File: src/hw/rtl/apn_pkg.sv
// ----------------------------------------------------------------------------
// apn_pkg
// Shared types and constants of the animation phase normalizer.
// ----------------------------------------------------------------------------
package apn_pkg;

    // Default build parameters.
    localparam int TIME_BITS_DEF     = 16;
    localparam int FRACTION_BITS_DEF = 16;

    // Fixed field widths.
    localparam int DELTA_W    = 16;
    localparam int DUR_W      = 16;
    localparam int ELAPSED_W  = 16;
    localparam int MODE_W     = 2;
    localparam int CFG_IDX_W  = 2;
    localparam int CFG_DATA_W = 16;
    localparam int IN_TDATA_W = 16;

    // Play modes.
    localparam logic [MODE_W-1:0] MODE_ONCE     = 2'd0;
    localparam logic [MODE_W-1:0] MODE_LOOP     = 2'd1;
    localparam logic [MODE_W-1:0] MODE_PINGPONG = 2'd2;

    // Register indexes.
    localparam logic [CFG_IDX_W-1:0] REG_PLAY_MODE = 2'd0;
    localparam logic [CFG_IDX_W-1:0] REG_DURATION  = 2'd1;

    // Register reset values.
    localparam logic [MODE_W-1:0] MODE_RESET     = MODE_ONCE;
    localparam logic [DUR_W-1:0]  DURATION_RESET = 16'd1000;

    // Commands from the controller to the datapath.
    typedef struct packed {
        logic cap_in;
        logic pre;
        logic div_step;
        logic post;
        logic load_out;
    } t_apn_cmd;

    // Status from the datapath to the controller.
    typedef struct packed {
        logic need_div;
        logic div_last;
        logic out_free;
    } t_apn_status;

endpackage

File: src/hw/rtl/apn_ctrl.sv
// ----------------------------------------------------------------------------
// apn_ctrl
// Sequencer that steps one transaction through update, divide and output.
// ----------------------------------------------------------------------------
module apn_ctrl (
    input  logic                i_clk,
    input  logic                i_rst_n,
    input  logic                i_s_tvalid,
    output logic                o_s_tready,
    input  apn_pkg::t_apn_status i_status,
    output apn_pkg::t_apn_cmd    o_cmd
);
    import apn_pkg::*;

    typedef enum logic [2:0] {
        ST_IDLE,
        ST_PRE,
        ST_DIV1,
        ST_POST,
        ST_DIV2,
        ST_LOAD
    } t_state;

    t_state r_state;
    logic   r_in_ready;

    always_ff @(posedge i_clk) begin
        if (!i_rst_n) begin
            r_state    <= ST_IDLE;
            r_in_ready <= 1'b1;
        end else begin
            case (r_state)
                ST_IDLE: begin
                    if (i_s_tvalid && r_in_ready) begin
                        r_state    <= ST_PRE;
                        r_in_ready <= 1'b0;
                    end
                end
                ST_PRE: begin
                    r_state <= i_status.need_div ? ST_DIV1 : ST_DIV2;
                end
                ST_DIV1: begin
                    if (i_status.div_last) begin
                        r_state <= ST_POST;
                    end
                end
                ST_POST: begin
                    r_state <= ST_DIV2;
                end
                ST_DIV2: begin
                    if (i_status.div_last) begin
                        r_state <= ST_LOAD;
                    end
                end
                ST_LOAD: begin
                    if (i_status.out_free) begin
                        r_state    <= ST_IDLE;
                        r_in_ready <= 1'b1;
                    end
                end
                default: begin
                    r_state    <= ST_IDLE;
                    r_in_ready <= 1'b1;
                end
            endcase
        end
    end

    always_comb begin
        o_cmd          = '0;
        o_cmd.cap_in   = (r_state == ST_IDLE) && i_s_tvalid && r_in_ready;
        o_cmd.pre      = (r_state == ST_PRE);
        o_cmd.div_step = (r_state == ST_DIV1) || (r_state == ST_DIV2);
        o_cmd.post     = (r_state == ST_POST);
        o_cmd.load_out = (r_state == ST_LOAD) && i_status.out_free;
    end

    assign o_s_tready = r_in_ready;

endmodule

File: src/hw/rtl/apn_datapath.sv
// ----------------------------------------------------------------------------
// apn_datapath
// Elapsed-time state, mode update logic, shared restoring divider and the
// output register.
// ----------------------------------------------------------------------------
module apn_datapath #(
    parameter int TIME_BITS     = apn_pkg::TIME_BITS_DEF,
    parameter int FRACTION_BITS = apn_pkg::FRACTION_BITS_DEF
) (
    input  logic                          i_clk,
    input  logic                          i_rst_n,
    input  apn_pkg::t_apn_cmd             i_cmd,
    output apn_pkg::t_apn_status          o_status,
    input  logic                          i_cfg_we,
    input  logic [apn_pkg::CFG_IDX_W-1:0] i_cfg_index,
    input  logic [apn_pkg::CFG_DATA_W-1:0] i_cfg_data,
    input  logic [apn_pkg::DELTA_W-1:0]   i_delta_ticks,
    input  logic                          i_out_ready,
    output logic                          o_out_valid,
    output logic [FRACTION_BITS:0]        o_phase,
    output logic [apn_pkg::ELAPSED_W-1:0] o_elapsed_ticks,
    output logic                          o_going_backward
);
    import apn_pkg::*;

    localparam int TW = TIME_BITS;
    localparam int FB = FRACTION_BITS;
    localparam int NW = TIME_BITS + FRACTION_BITS;
    localparam int CW = $clog2(NW + 1);

    logic [MODE_W-1:0]  r_mode;
    logic [DUR_W-1:0]   r_dur;
    logic [TW-1:0]      r_elapsed;
    logic               r_backward;
    logic [TW-1:0]      r_delta;
    logic               r_from_top;
    logic [TW-1:0]      r_rem;
    logic [NW-1:0]      r_num;
    logic [FB:0]        r_quo;
    logic [CW-1:0]      r_cnt;
    logic               r_out_valid;
    logic [FB:0]        r_out_phase;
    logic [ELAPSED_W-1:0] r_out_elapsed;
    logic               r_out_back;

    logic [TW-1:0] d_raw;
    logic [TW-1:0] d_eff;
    logic [TW:0]   dd;
    logic [TW-1:0] e_cur;
    logic [TW:0]   sum;

    logic [TW-1:0] pre_e;
    logic          pre_back;
    logic          pre_div;
    logic          pre_top;
    logic [TW:0]   pre_num;

    logic [TW:0]   trial;
    logic          trial_ge;
    logic [TW:0]   trial_diff;

    logic [TW-1:0] part;
    logic [TW-1:0] post_e;
    logic          post_back;

    assign d_raw = TW'(r_dur);
    assign d_eff = (d_raw == '0) ? TW'(1) : d_raw;
    assign dd    = {1'b0, d_eff};
    assign e_cur = (r_elapsed > d_eff) ? d_eff : r_elapsed;
    assign sum   = {1'b0, e_cur} + {1'b0, r_delta};

    // Step update; a bounce or a wrap past the end is finished after the
    // first division.
    always_comb begin
        pre_e    = e_cur;
        pre_back = r_backward;
        pre_div  = 1'b0;
        pre_top  = 1'b0;
        pre_num  = '0;
        case (r_mode)
            MODE_ONCE: begin
                pre_e = (sum > dd) ? d_eff : TW'(sum);
            end
            MODE_LOOP: begin
                if (sum > dd) begin
                    pre_div = 1'b1;
                    pre_num = sum - (TW+1)'(1);
                end else begin
                    pre_e = TW'(sum);
                end
            end
            MODE_PINGPONG: begin
                if (r_delta != '0) begin
                    if (!r_backward) begin
                        if (sum <= dd) begin
                            pre_e = TW'(sum);
                        end else begin
                            pre_div = 1'b1;
                            pre_top = 1'b1;
                            pre_num = sum - dd - (TW+1)'(1);
                        end
                    end else begin
                        if (r_delta <= e_cur) begin
                            pre_e = e_cur - r_delta;
                        end else begin
                            pre_div = 1'b1;
                            pre_num = {1'b0, r_delta} - {1'b0, e_cur} - (TW+1)'(1);
                        end
                    end
                end
            end
            default: begin
                pre_e = e_cur;
            end
        endcase
    end

    // One quotient bit per cycle.
    assign trial      = {r_rem, r_num[NW-1]};
    assign trial_ge   = (trial >= dd);
    assign trial_diff = trial - dd;

    // Finish a wrap or a bounce from the remainder and the quotient parity.
    always_comb begin
        part      = r_rem + TW'(1);
        post_e    = part;
        post_back = r_backward;
        if (r_mode != MODE_LOOP) begin
            if (r_from_top ^ r_quo[0]) begin
                post_e    = d_eff - part;
                post_back = 1'b1;
            end else begin
                post_e    = part;
                post_back = 1'b0;
            end
        end
    end

    always_ff @(posedge i_clk) begin
        if (!i_rst_n) begin
            r_mode      <= MODE_RESET;
            r_dur       <= DURATION_RESET;
            r_elapsed   <= '0;
            r_backward  <= 1'b0;
            r_cnt       <= '0;
            r_out_valid <= 1'b0;
        end else begin
            if (i_cfg_we && (i_cfg_index == REG_PLAY_MODE || i_cfg_index == REG_DURATION)) begin
                if (i_cfg_index == REG_PLAY_MODE) begin
                    r_mode <= i_cfg_data[MODE_W-1:0];
                end else begin
                    r_dur <= i_cfg_data[DUR_W-1:0];
                end
                r_elapsed  <= '0;
                r_backward <= 1'b0;
            end
            if (i_cmd.pre) begin
                r_elapsed  <= pre_e;
                r_backward <= pre_back;
                r_rem      <= '0;
                r_quo      <= '0;
                if (pre_div) begin
                    r_num <= {pre_num, (FB-1)'(0)};
                    r_cnt <= CW'(TW + 1);
                end else begin
                    r_num <= {pre_e, FB'(0)};
                    r_cnt <= CW'(NW);
                end
            end
            if (i_cmd.div_step) begin
                r_rem <= trial_ge ? TW'(trial_diff) : TW'(trial);
                r_num <= r_num << 1;
                r_quo <= {r_quo[FB-1:0], trial_ge};
                r_cnt <= r_cnt - CW'(1);
            end
            if (i_cmd.post) begin
                r_elapsed  <= post_e;
                r_backward <= post_back;
                r_rem      <= '0;
                r_quo      <= '0;
                r_num      <= {post_e, FB'(0)};
                r_cnt      <= CW'(NW);
            end
            if (i_cmd.load_out) begin
                r_out_valid <= 1'b1;
            end else if (i_out_ready) begin
                r_out_valid <= 1'b0;
            end
        end
    end

    always_ff @(posedge i_clk) begin
        if (i_cmd.cap_in) begin
            r_delta <= TW'(i_delta_ticks);
        end
        if (i_cmd.pre) begin
            r_from_top <= pre_top;
        end
        if (i_cmd.load_out) begin
            r_out_phase   <= r_quo;
            r_out_elapsed <= ELAPSED_W'(r_elapsed);
            r_out_back    <= r_backward;
        end
    end

    always_comb begin
        o_status          = '0;
        o_status.need_div = pre_div;
        o_status.div_last = (r_cnt == CW'(1));
        o_status.out_free = !r_out_valid || i_out_ready;
    end

    assign o_out_valid      = r_out_valid;
    assign o_phase          = r_out_phase;
    assign o_elapsed_ticks  = r_out_elapsed;
    assign o_going_backward = r_out_back;

endmodule

File: src/hw/rtl/animation_phase_normalizer_unit.sv
// ----------------------------------------------------------------------------
// animation_phase_normalizer_unit
// Advances an animation clock by a tick step per transaction and reports the
// phase elapsed/duration as unsigned Q1.FRACTION_BITS, with elapsed ticks and
// the ping-pong direction. Modes: play once and clamp, loop, ping-pong.
// Input stream: one transaction carries delta_ticks. Output stream: one
// transaction per input with phase, elapsed_ticks and going_backward.
// Configuration channel: index 0 writes play_mode, index 1 duration_ticks;
// any such write restarts the clock at zero going forward. Write only while
// the block is idle.
// Flow: one transaction at a time. Each result passes the update, the
// shared restoring divider, one quotient bit per cycle, and the output
// register; a wrap or bounce adds a first division and a finish step. The
// input is ready again once the result is loaded into the output register.
// Reset sets mode once, duration 1000, elapsed zero, forward direction.
// A stalled receiver holds the result in the output register; the next input
// is accepted, but its result waits until the register is free.
// ----------------------------------------------------------------------------
module animation_phase_normalizer_unit #(
    parameter int TIME_BITS     = apn_pkg::TIME_BITS_DEF,
    parameter int FRACTION_BITS = apn_pkg::FRACTION_BITS_DEF,
    localparam int OUT_FIELDS_W = FRACTION_BITS + 1 + apn_pkg::ELAPSED_W + 1,
    localparam int OUT_TDATA_W  = ((OUT_FIELDS_W + 7) / 8) * 8
) (
    input  logic                           i_clk,
    input  logic                           i_rst_n,
    // Input stream. tdata: delta_ticks[15:0].
    input  logic                           i_s_tvalid,
    output logic                           o_s_tready,
    input  logic [apn_pkg::IN_TDATA_W-1:0] i_s_tdata,
    // Output stream. tdata from bit 0 up: phase[FRACTION_BITS:0],
    // elapsed_ticks[15:0], going_backward, zero fill.
    output logic                           o_m_tvalid,
    input  logic                           i_m_tready,
    output logic [OUT_TDATA_W-1:0]         o_m_tdata,
    // Configuration write channel.
    input  logic                           i_cfg_valid,
    output logic                           o_cfg_ready,
    input  logic [apn_pkg::CFG_IDX_W-1:0]  i_cfg_index,
    input  logic [apn_pkg::CFG_DATA_W-1:0] i_cfg_data
);
    import apn_pkg::*;

    t_apn_cmd              cmd;
    t_apn_status           status;
    logic [FRACTION_BITS:0] phase;
    logic [ELAPSED_W-1:0]  elapsed_ticks;
    logic                  going_backward;

    // Registers are always writable; writes are expected only while idle.
    assign o_cfg_ready = 1'b1;

    apn_ctrl u_ctrl (
        .i_clk      (i_clk),
        .i_rst_n    (i_rst_n),
        .i_s_tvalid (i_s_tvalid),
        .o_s_tready (o_s_tready),
        .i_status   (status),
        .o_cmd      (cmd)
    );

    apn_datapath #(
        .TIME_BITS     (TIME_BITS),
        .FRACTION_BITS (FRACTION_BITS)
    ) u_datapath (
        .i_clk            (i_clk),
        .i_rst_n          (i_rst_n),
        .i_cmd            (cmd),
        .o_status         (status),
        .i_cfg_we         (i_cfg_valid && o_cfg_ready),
        .i_cfg_index      (i_cfg_index),
        .i_cfg_data       (i_cfg_data),
        .i_delta_ticks    (i_s_tdata[DELTA_W-1:0]),
        .i_out_ready      (i_m_tready),
        .o_out_valid      (o_m_tvalid),
        .o_phase          (phase),
        .o_elapsed_ticks  (elapsed_ticks),
        .o_going_backward (going_backward)
    );

    // Pack the result fields, lowest field first, zero filled to bytes.
    assign o_m_tdata = OUT_TDATA_W'({going_backward, elapsed_ticks, phase});

`ifndef NO_ASSERTIONS
    localparam logic [FRACTION_BITS:0] PHASE_ONE = (FRACTION_BITS + 1)'(1) << FRACTION_BITS;

    // The block works on one transaction at a time.
    a_one_at_a_time: assert property (@(posedge i_clk) disable iff (!i_rst_n)
        (i_s_tvalid && o_s_tready) |=> !o_s_tready)
        else $error("input accepted while a transaction is in progress");

    // Elapsed never passes the duration, so the phase never passes one.
    a_phase_range: assert property (@(posedge i_clk) disable iff (!i_rst_n)
        o_m_tvalid |-> (phase <= PHASE_ONE))
        else $error("phase above one");

    // Zero elapsed time gives zero phase.
    a_zero_phase: assert property (@(posedge i_clk) disable iff (!i_rst_n)
        (o_m_tvalid && elapsed_ticks == '0) |-> (phase == '0))
        else $error("nonzero phase at zero elapsed time");

    // A result is only loaded when the output register is free.
    a_load_free: assert property (@(posedge i_clk) disable iff (!i_rst_n)
        cmd.load_out |-> (!o_m_tvalid || i_m_tready))
        else $error("output register overwritten");
`endif

endmodule

File: config.mk
export PLATFORM = sky130hd
export DESIGN_NAME = animation_phase_normalizer_unit
export DESIGN_NICKNAME = d
export VERILOG_FILES = /design/src/hw/rtl/apn_pkg.sv /design/src/hw/rtl/apn_ctrl.sv /design/src/hw/rtl/apn_datapath.sv /design/src/hw/rtl/animation_phase_normalizer_unit.sv
export SDC_FILE = /design/constraint.sdc
export NUM_CORES = 1
export LEC_CHECK = 0
export BUFFER_PORTS_ARGS = -buffer_cell sky130_fd_sc_hd__buf_2
export CORE_UTILIZATION = 55
export CTS_BUF_LIST = sky130_fd_sc_hd__clkbuf_4
export CTS_CLUSTER_SIZE = 28
export DETAILED_ROUTE_END_ITERATION = 6
export GPL_TIMING_DRIVEN = 0
export PLACE_DENSITY = 0.71
export SYNTH_ARGS = -nofsm -noshare
export SYNTH_HDL_FRONTEND = slang
export SYNTH_SLANG_ARGS = --single-unit
File: constraint.sdc
create_clock -name i_clk -period 9.8 [get_ports i_clk]
set_input_delay 0.49 -clock i_clk [delete_from_list [all_inputs] [get_ports i_clk]]
set_output_delay 0.49 -clock i_clk [all_outputs]
set_load 0.03 [all_outputs]
==> results of run 1 <==
## what timing repair did
action / in CTS / in global routing
hold buffers: 0 / 0
cloned: 0 / 0
endpoints found under the setup margin: 1 / 34
resized for setup: 1 / 6
hold endpoints to repair: 0 / 0
## cells in the final DEF (no fill, tap or decap), drive strengths merged, types with 46 or more instances in the layout
cell type  netlist  routed
inv            105     113
edfxtp         101     101
o21ai           89      89
nand2          112     112
clkbuf          60      77
a21oi          141     141
xnor2           79      79
dfxtp           46      46
buf             24     101
ha             119     119
nor2           122     122
## state kept, by name, summed over array words and instances, names as in the netlist
| register | flops |
|---|---|
| u_datapath.d_raw | 16 |
| u_datapath.r_quo | 17 |
| u_datapath.o_going_backward | 1 |
| u_datapath.r_rem | 16 |
| u_datapath.o_phase | 17 |
| u_datapath.r_cnt | 6 |
| u_datapath.r_elapsed | 16 |
| u_datapath.r_mode | 2 |
| u_datapath.r_num | 17 |
| u_datapath.o_elapsed_ticks | 16 |
| u_datapath.r_from_top | 1 |
| u_datapath.o_out_valid | 1 |
| u_datapath.pre_back | 1 |
| u_ctrl.r_state | 3 |
| u_ctrl.o_s_tready | 1 |
| u_datapath.r_delta | 16 |
## critical path: cells and delay by family (launching register included)
family | cells | cell delay [ps]
buffers and inverters | 5 | 1120
flip-flops | 1 | 550
AND/OR/NAND/NOR | 9 | 1820
multiplexers | 2 | 850
adder cells (fa/ha/maj) | 4 | 1350
AO/OA/AOI/OAI | 10 | 3130
XOR/XNOR | 1 | 250
## logic make-up (layout without fill, tap and decap cells)
logic type,after synthesis,count (layout)
AO/OA/AOI/OAI,476,476
AND/OR/NAND/NOR,468,468
buffers and inverters,190,299
flip-flops,147,147
adder cells (fa/ha/maj),124,124
XOR/XNOR,101,101
multiplexers,35,35
other,2,8
## path summary, 6_finish.rpt
kind	from	to	slack [ps]
setup reg to reg	u_datapath.d_raw[14]	u_datapath.r_num[29]	500
setup / recovery	u_datapath.d_raw[14]	u_datapath.r_num[29]	500
hold / removal	i_s_tdata[14]	u_datapath.r_delta[14]	60
hold reg to reg	u_datapath.r_quo[16]	u_datapath.o_phase[16]	450
## through the flow
step / total power [mW] / util (%)
floorplan: 1.51 / -
global placement: 1.78 / 59.2
detailed placement: 1.79 / 59.4
CTS: 2.19 / 60.7
global route: 2.33 / 60.9
finish: 2.22 / 60.9
## routing by layer
metal	vias to the layer above	wire [um]	GRT usage [%]	part of all wire (%)
met5	-	13	0	0.030
met4	2	1670	14.5	3.8
met3	113	3150	4.36	7.2
met2	578	21100	61.9	48
met1	5944	17900	45.7	41
li1	5862	-	-	-
## cell type report
type | count | share of cell area, %
multi-input combinational | 1211 | 59.1
buffer | 84 | 2.56
inverter | 106 | 2.79
tap | 319 | 2.80
clock inverter | 15 | 1.13
antenna | 1 | 0.0176
clock buffer | 17 | 0.896
timing repair buffer | 77 | 2.96
sequential | 147 | 27.8
## power by group through the flow
| stage | Clock, mW | Sequential [mW] | Combinational (mW) |
|---|---|---|---|
| finish | 0.411 | 0.739 | 1.07 |
| CTS | 0.410 | 0.738 | 1.04 |
| detailed placement | 0 | 0.752 | 1.03 |
| floorplan | 0 | 0.745 | 0.761 |
| global route | 0.430 | 0.742 | 1.16 |
| global placement | 0 | 0.753 | 1.03 |
==> results.cfg, run 1 <==
[run_status]
status = completed

[synthesis]
synth_mux_area_share_pct = 2.84
synthFlopType = edfxtp_1
synth.top_cell.area_share_pct = 23.2
yosysUniqueCellTypes = 90
synth_top_family_by_area = compound AO/OA/AOI/OAI gates
yosysWarnings = 0
yosys-top-cells-area = edfxtp_1 23%, ha_1 11%, dfxtp_1 7.0%
synth.avg_cell_area_um2 = 8.47
syn_inst = 1543
yosysMostFrequentCell = a21oi_1
synth-seq-area-share_pct = 30.3
ys_ff_latch = 147
synth-async-reset-ratio_pct = 0
synthAdderAreaFrac_pct = 12.2
yosys.area.top_type = edfxtp_1
synth_compound_area_share_pct = 24.1
synth_edf_count = 101
synth-simple-area-share_pct = 17.7
synthXorXnorAreaFrac_pct = 6.97
synth_commonest_cells = 139 x a21oi_1, 121 x nor2_1, 119 x ha_1, 111 x nand2_1, 104 x inv_1
synth_area_mm2 = 0.0131

[timing]
final_max_slew_viol_count = 0
fin_worst_skew_ps = 37.5
setup_viol_count_final = 0
postLayoutSetupSlackWorst_ps = 501
tightest_slew_ps = 838
finalCritPeriodShare_pct = 94.9
fmax_mhz = 108
relSlewSlack_pct = 43.6
hold_viol = 0
timing.hold.ws_ps = 59.5
fin_crit_ps = 9300
rsz0062_at_grt = false
fin_tns_setup_ps = 0

[power]
swShare_pct = 45.2
p_leak_nw = 5.75
pwr-share-comb_pct = 48.3
power.density_mw_per_mm2 = 156
p_seq_share_pct = 33.2
clock_power_share_pct = 18.5
internal-power_mw = 1.22
p_switching_mw = 1.00
peakVddDrop_uv = 89.1

[global_route]
grt_max_degree = 34
track_usage_pct = 36.0
grt_pass1_wl_mm = 65.6
antenna_found_initial = 2
grt_overflow = 0
grt_pass1_vias = 11457

[routing]
vias_per_cell = 6.32
drt_wl_total_mm = 43.8
drcViolationCount = 0
vias = 12499
postRouteAntennaNets = 0
drt_iter0_drc = 1271
drt-wirelength-per-cell_um = 22.2
first_pass_iters = 7

[worst_setup_path]
worstRegToRegCells = 31
cp_slowest_cell = dfxtp_1
cp.arrival_ps = 9670
cp_max_fo = 10
critPathMaxStageDelay_ps = 550
setup.worst_path.end_class = flop
cp-start-kind = flop
worst-setup-path-type = flop to flop
cp_data_required_time_ps = 10170

[layout]
n_fill_cell = 2188
final_layout_size_suffix_gt1_share_pct = 11.4
final_cell_area_mm2 = 0.0142
nets = 1807
stdcell_count = 1977
seq_area_mm2 = 0.00395
multi_input_area_mm2 = 0.00842
area_delta_synth_final_pct = 9.05

[clock_tree]
clk-insertion-delay-late_ps = 610
cts_tree = built
clk_pin_slew_ps = 170
numCtsBuffers = 17
post_cts_buffers = 0
cts.sinks = 147
cts-root-buf = clkbuf_4
clockBufferDepth = 2
ctsHtreeMaxLevel = 4

[floorplanning]
start_util_pct = 55.8
fp.coreArea_mm2 = 0.0234
die_x_um = 156
io_pins = 82
rows = 56
die_area_mm2 = 0.0244
die_h_um = 156

[placed_design]
place_ws_ps = -4.80
portBuffers = 74
dp.cells = 1943
dpl_cell_area_mm2 = 0.0139
gp_congestion = 0.970
hpwlAfterDp_mm = 35.5

[hold_path]
hold_depth = 1
min_path_type = primary input to flop

[job]
cap_violations = 0
(Power assumes the default switching activity.)
==> run 2, diff against run 1 <==
==> constraint.sdc (replaced) <==
create_clock -name i_clk -period 9.7 [get_ports i_clk]
set_input_delay 0.485 -clock i_clk [delete_from_list [all_inputs] [get_ports i_clk]]
set_output_delay 0.485 -clock i_clk [all_outputs]
set_load 0.03 [all_outputs]
==> run 2 against run 1 <==
- the run now ends with DRC left
- total power grew 0.99%
- via count shrank 0.27%
- maximum frequency increased by 0.55%
- final cell count unchanged
- clock-buffer cell count unchanged
- critical path depth is 2 lower
- design area hardly changed
- combinational power hardly changed
- core utilization about the same
- sequential cell count unchanged
- register-to-register slack lost 50 ps
- setup slack lost 49 ps
- critical endpoint unchanged
- largest power group unchanged
==> results.cfg, run 2 (synthesis gave the netlist of run 1 again) <==
[hold_path]
min_path_type = primary input to flop
hp-start = i_s_tdata[14]
hold_depth = 1
worstHoldEndpoint = u_datapath.r_delta[14]

[floorplanning]
start_util_pct = 55.8
io_pins = 82
die_h_um = 156
fp.coreArea_mm2 = 0.0234
die_x_um = 156
rows = 56
die_area_mm2 = 0.0244

[power]
p_total_mw = 2.25
p_leak_nw = 5.75
peakVddDrop_uv = 89.7
power.density_mw_per_mm2 = 158

[worst_setup_path]
reg2reg_slack_ps = 450
critPathMaxStageDelay_ps = 540
worstReg2RegStart = u_datapath.d_raw[15]
cp_max_fo = 10
crit_top_cell = ha_1
cp-start-kind = flop
worst-setup-path-type = flop to flop
cp.arrival_ps = 9620
cp_slowest_cell = or3_2
cp_data_required_time_ps = 10070
worstRegToRegCells = 29
setup.worst_path.end_class = flop
rr_endpoint = u_datapath.r_num[29]

[clock_tree]
numCtsBuffers = 17
post_cts_buffers = 0
ctsHtreeMaxLevel = 4
cts_tree = built
cts_hold_buf = 0
clk_pin_slew_ps = 170
clk-insertion-delay-late_ps = 600
clockBufferDepth = 2
cts.sinks = 147
cts-root-buf = clkbuf_4

[timing]
setup_viol_count_final = 0
relSlewSlack_pct = 43.3
fin_tns_setup_ps = 0
tightest_slew_ps = 842
fin_crit_ps = 9250
final_max_slew_viol_count = 0
finalCritPeriodShare_pct = 95.3
fmax_mhz = 108
fin_worst_skew_ps = 34.1
hold_viol = 0
rsz0062_at_grt = false

[routing]
drt-wirelength-per-cell_um = 22.1
postRouteAntennaNets = 0
drt_iter0_drc = 1380
vias_per_cell = 6.31
drcViolationCount = 5
drt_wl_total_mm = 43.8
first_pass_iters = 7
vias = 12465

[run_status]
status = finished with violations
violations = DRC

[layout]
nets = 1807
final_layout_size_suffix_gt1_share_pct = 11.4
n_fill_cell = 2186
layout_common_cells = 138 x a21oi_1, 119 x nor2_1, 119 x ha_1, 111 x nand2_1, 104 x inv_1
layout_commonest_cell = a21oi_1
area_delta_synth_final_pct = 9.12

[global_route]
antenna_found_initial = 2
grt_max_degree = 34
track_usage_pct = 36.0
grt_pass1_vias = 11458
grt_overflow = 0
grt_pass1_wl_mm = 65.6

[job]
cap_violations = 0

[placed_design]
hpwlAfterDp_mm = 35.5
portBuffers = 74
gp_congestion = 0.970
run 2: layout make-up:
| type | instances | area, um2 | area share, % |
|---|---|---|---|
| Tap cell | 319 | 399 | 2.80 |
| Sequential cell | 147 | 3950 | 27.7 |
| Clock inverter | 15 | 161 | 1.13 |
| Buffer | 84 | 364 | 2.55 |
| Inverter | 106 | 398 | 2.79 |
| Antenna cell | 1 | 2.50 | 0.0176 |
| Multi-Input combinational cell | 1211 | 8430 | 59.1 |
| Timing Repair Buffer | 77 | 422 | 2.96 |
| Clock buffer | 17 | 128 | 0.895 |
run 2: what timing repair did:
action | in CTS | in global routing
endpoints found under the hold margin | 0 | 0
setup endpoints to repair | 3 | 34
resized for setup | 2 | 6
cloned | 0 | 0
run 2: power breakdown:
group	internal [mW]	switching, mW	leakage [nW]
Sequential	0.714	0.0322	1.31
Combinational	0.400	0.686	4.30
Clock	0.119	0.295	0.149
run 2: worst max-delay path by stage:
stage	startpoint	endpoint	slack, ps
global route	u_datapath.d_raw[13]	u_datapath.r_num[16]	20
detailed placement	u_datapath.d_raw[15]	u_datapath.r_num[31]	-100
finish	u_datapath.d_raw[15]	u_datapath.r_num[29]	450
floorplan	u_datapath.d_raw[12]	u_datapath.r_num[29]	2580
global placement	u_datapath.d_raw[15]	u_datapath.r_num[31]	-10
CTS	u_datapath.d_raw[13]	u_datapath.r_num[16]	100
run 2: layer usage:
| layer | track usage, % | vias up | wire length (um) |
|---|---|---|---|
| met3 | 4.36 | 98 | 3330 |
| met5 | 0 | - | 13 |
| li1 | - | 5860 | - |
| met1 | 45.7 | 5908 | 17800 |
| met4 | 14.5 | 2 | 1630 |
| met2 | 61.9 | 597 | 21000 |
run 2: worst max-delay path, delay by kind of cell (launching register included):
family,cells,cell delay (ps)
AO/OA/AOI/OAI,10,3110
multiplexers,2,880
flip-flops,1,530
adder cells (fa/ha/maj),3,1020
XOR/XNOR,1,200
buffers and inverters,4,1050
AND/OR/NAND/NOR,9,2240
run 2: per-stage QoR:
stage          hold WS (ps)  std cells  utilization, %  worst slack (ps)  cell area, um2
6_report               57.3       1977            60.9               452           14300
5_1_grt                35.8       1977            60.9              18.3           14300
4_1_cts                37.9       1975            60.7               100           14200
3_5_place_dp            415       1943            59.4              -105           13900
3_3_place_gp            404       1941            59.2             -10.3           13900
2_1_floorplan           400       1548               -              2580           13100
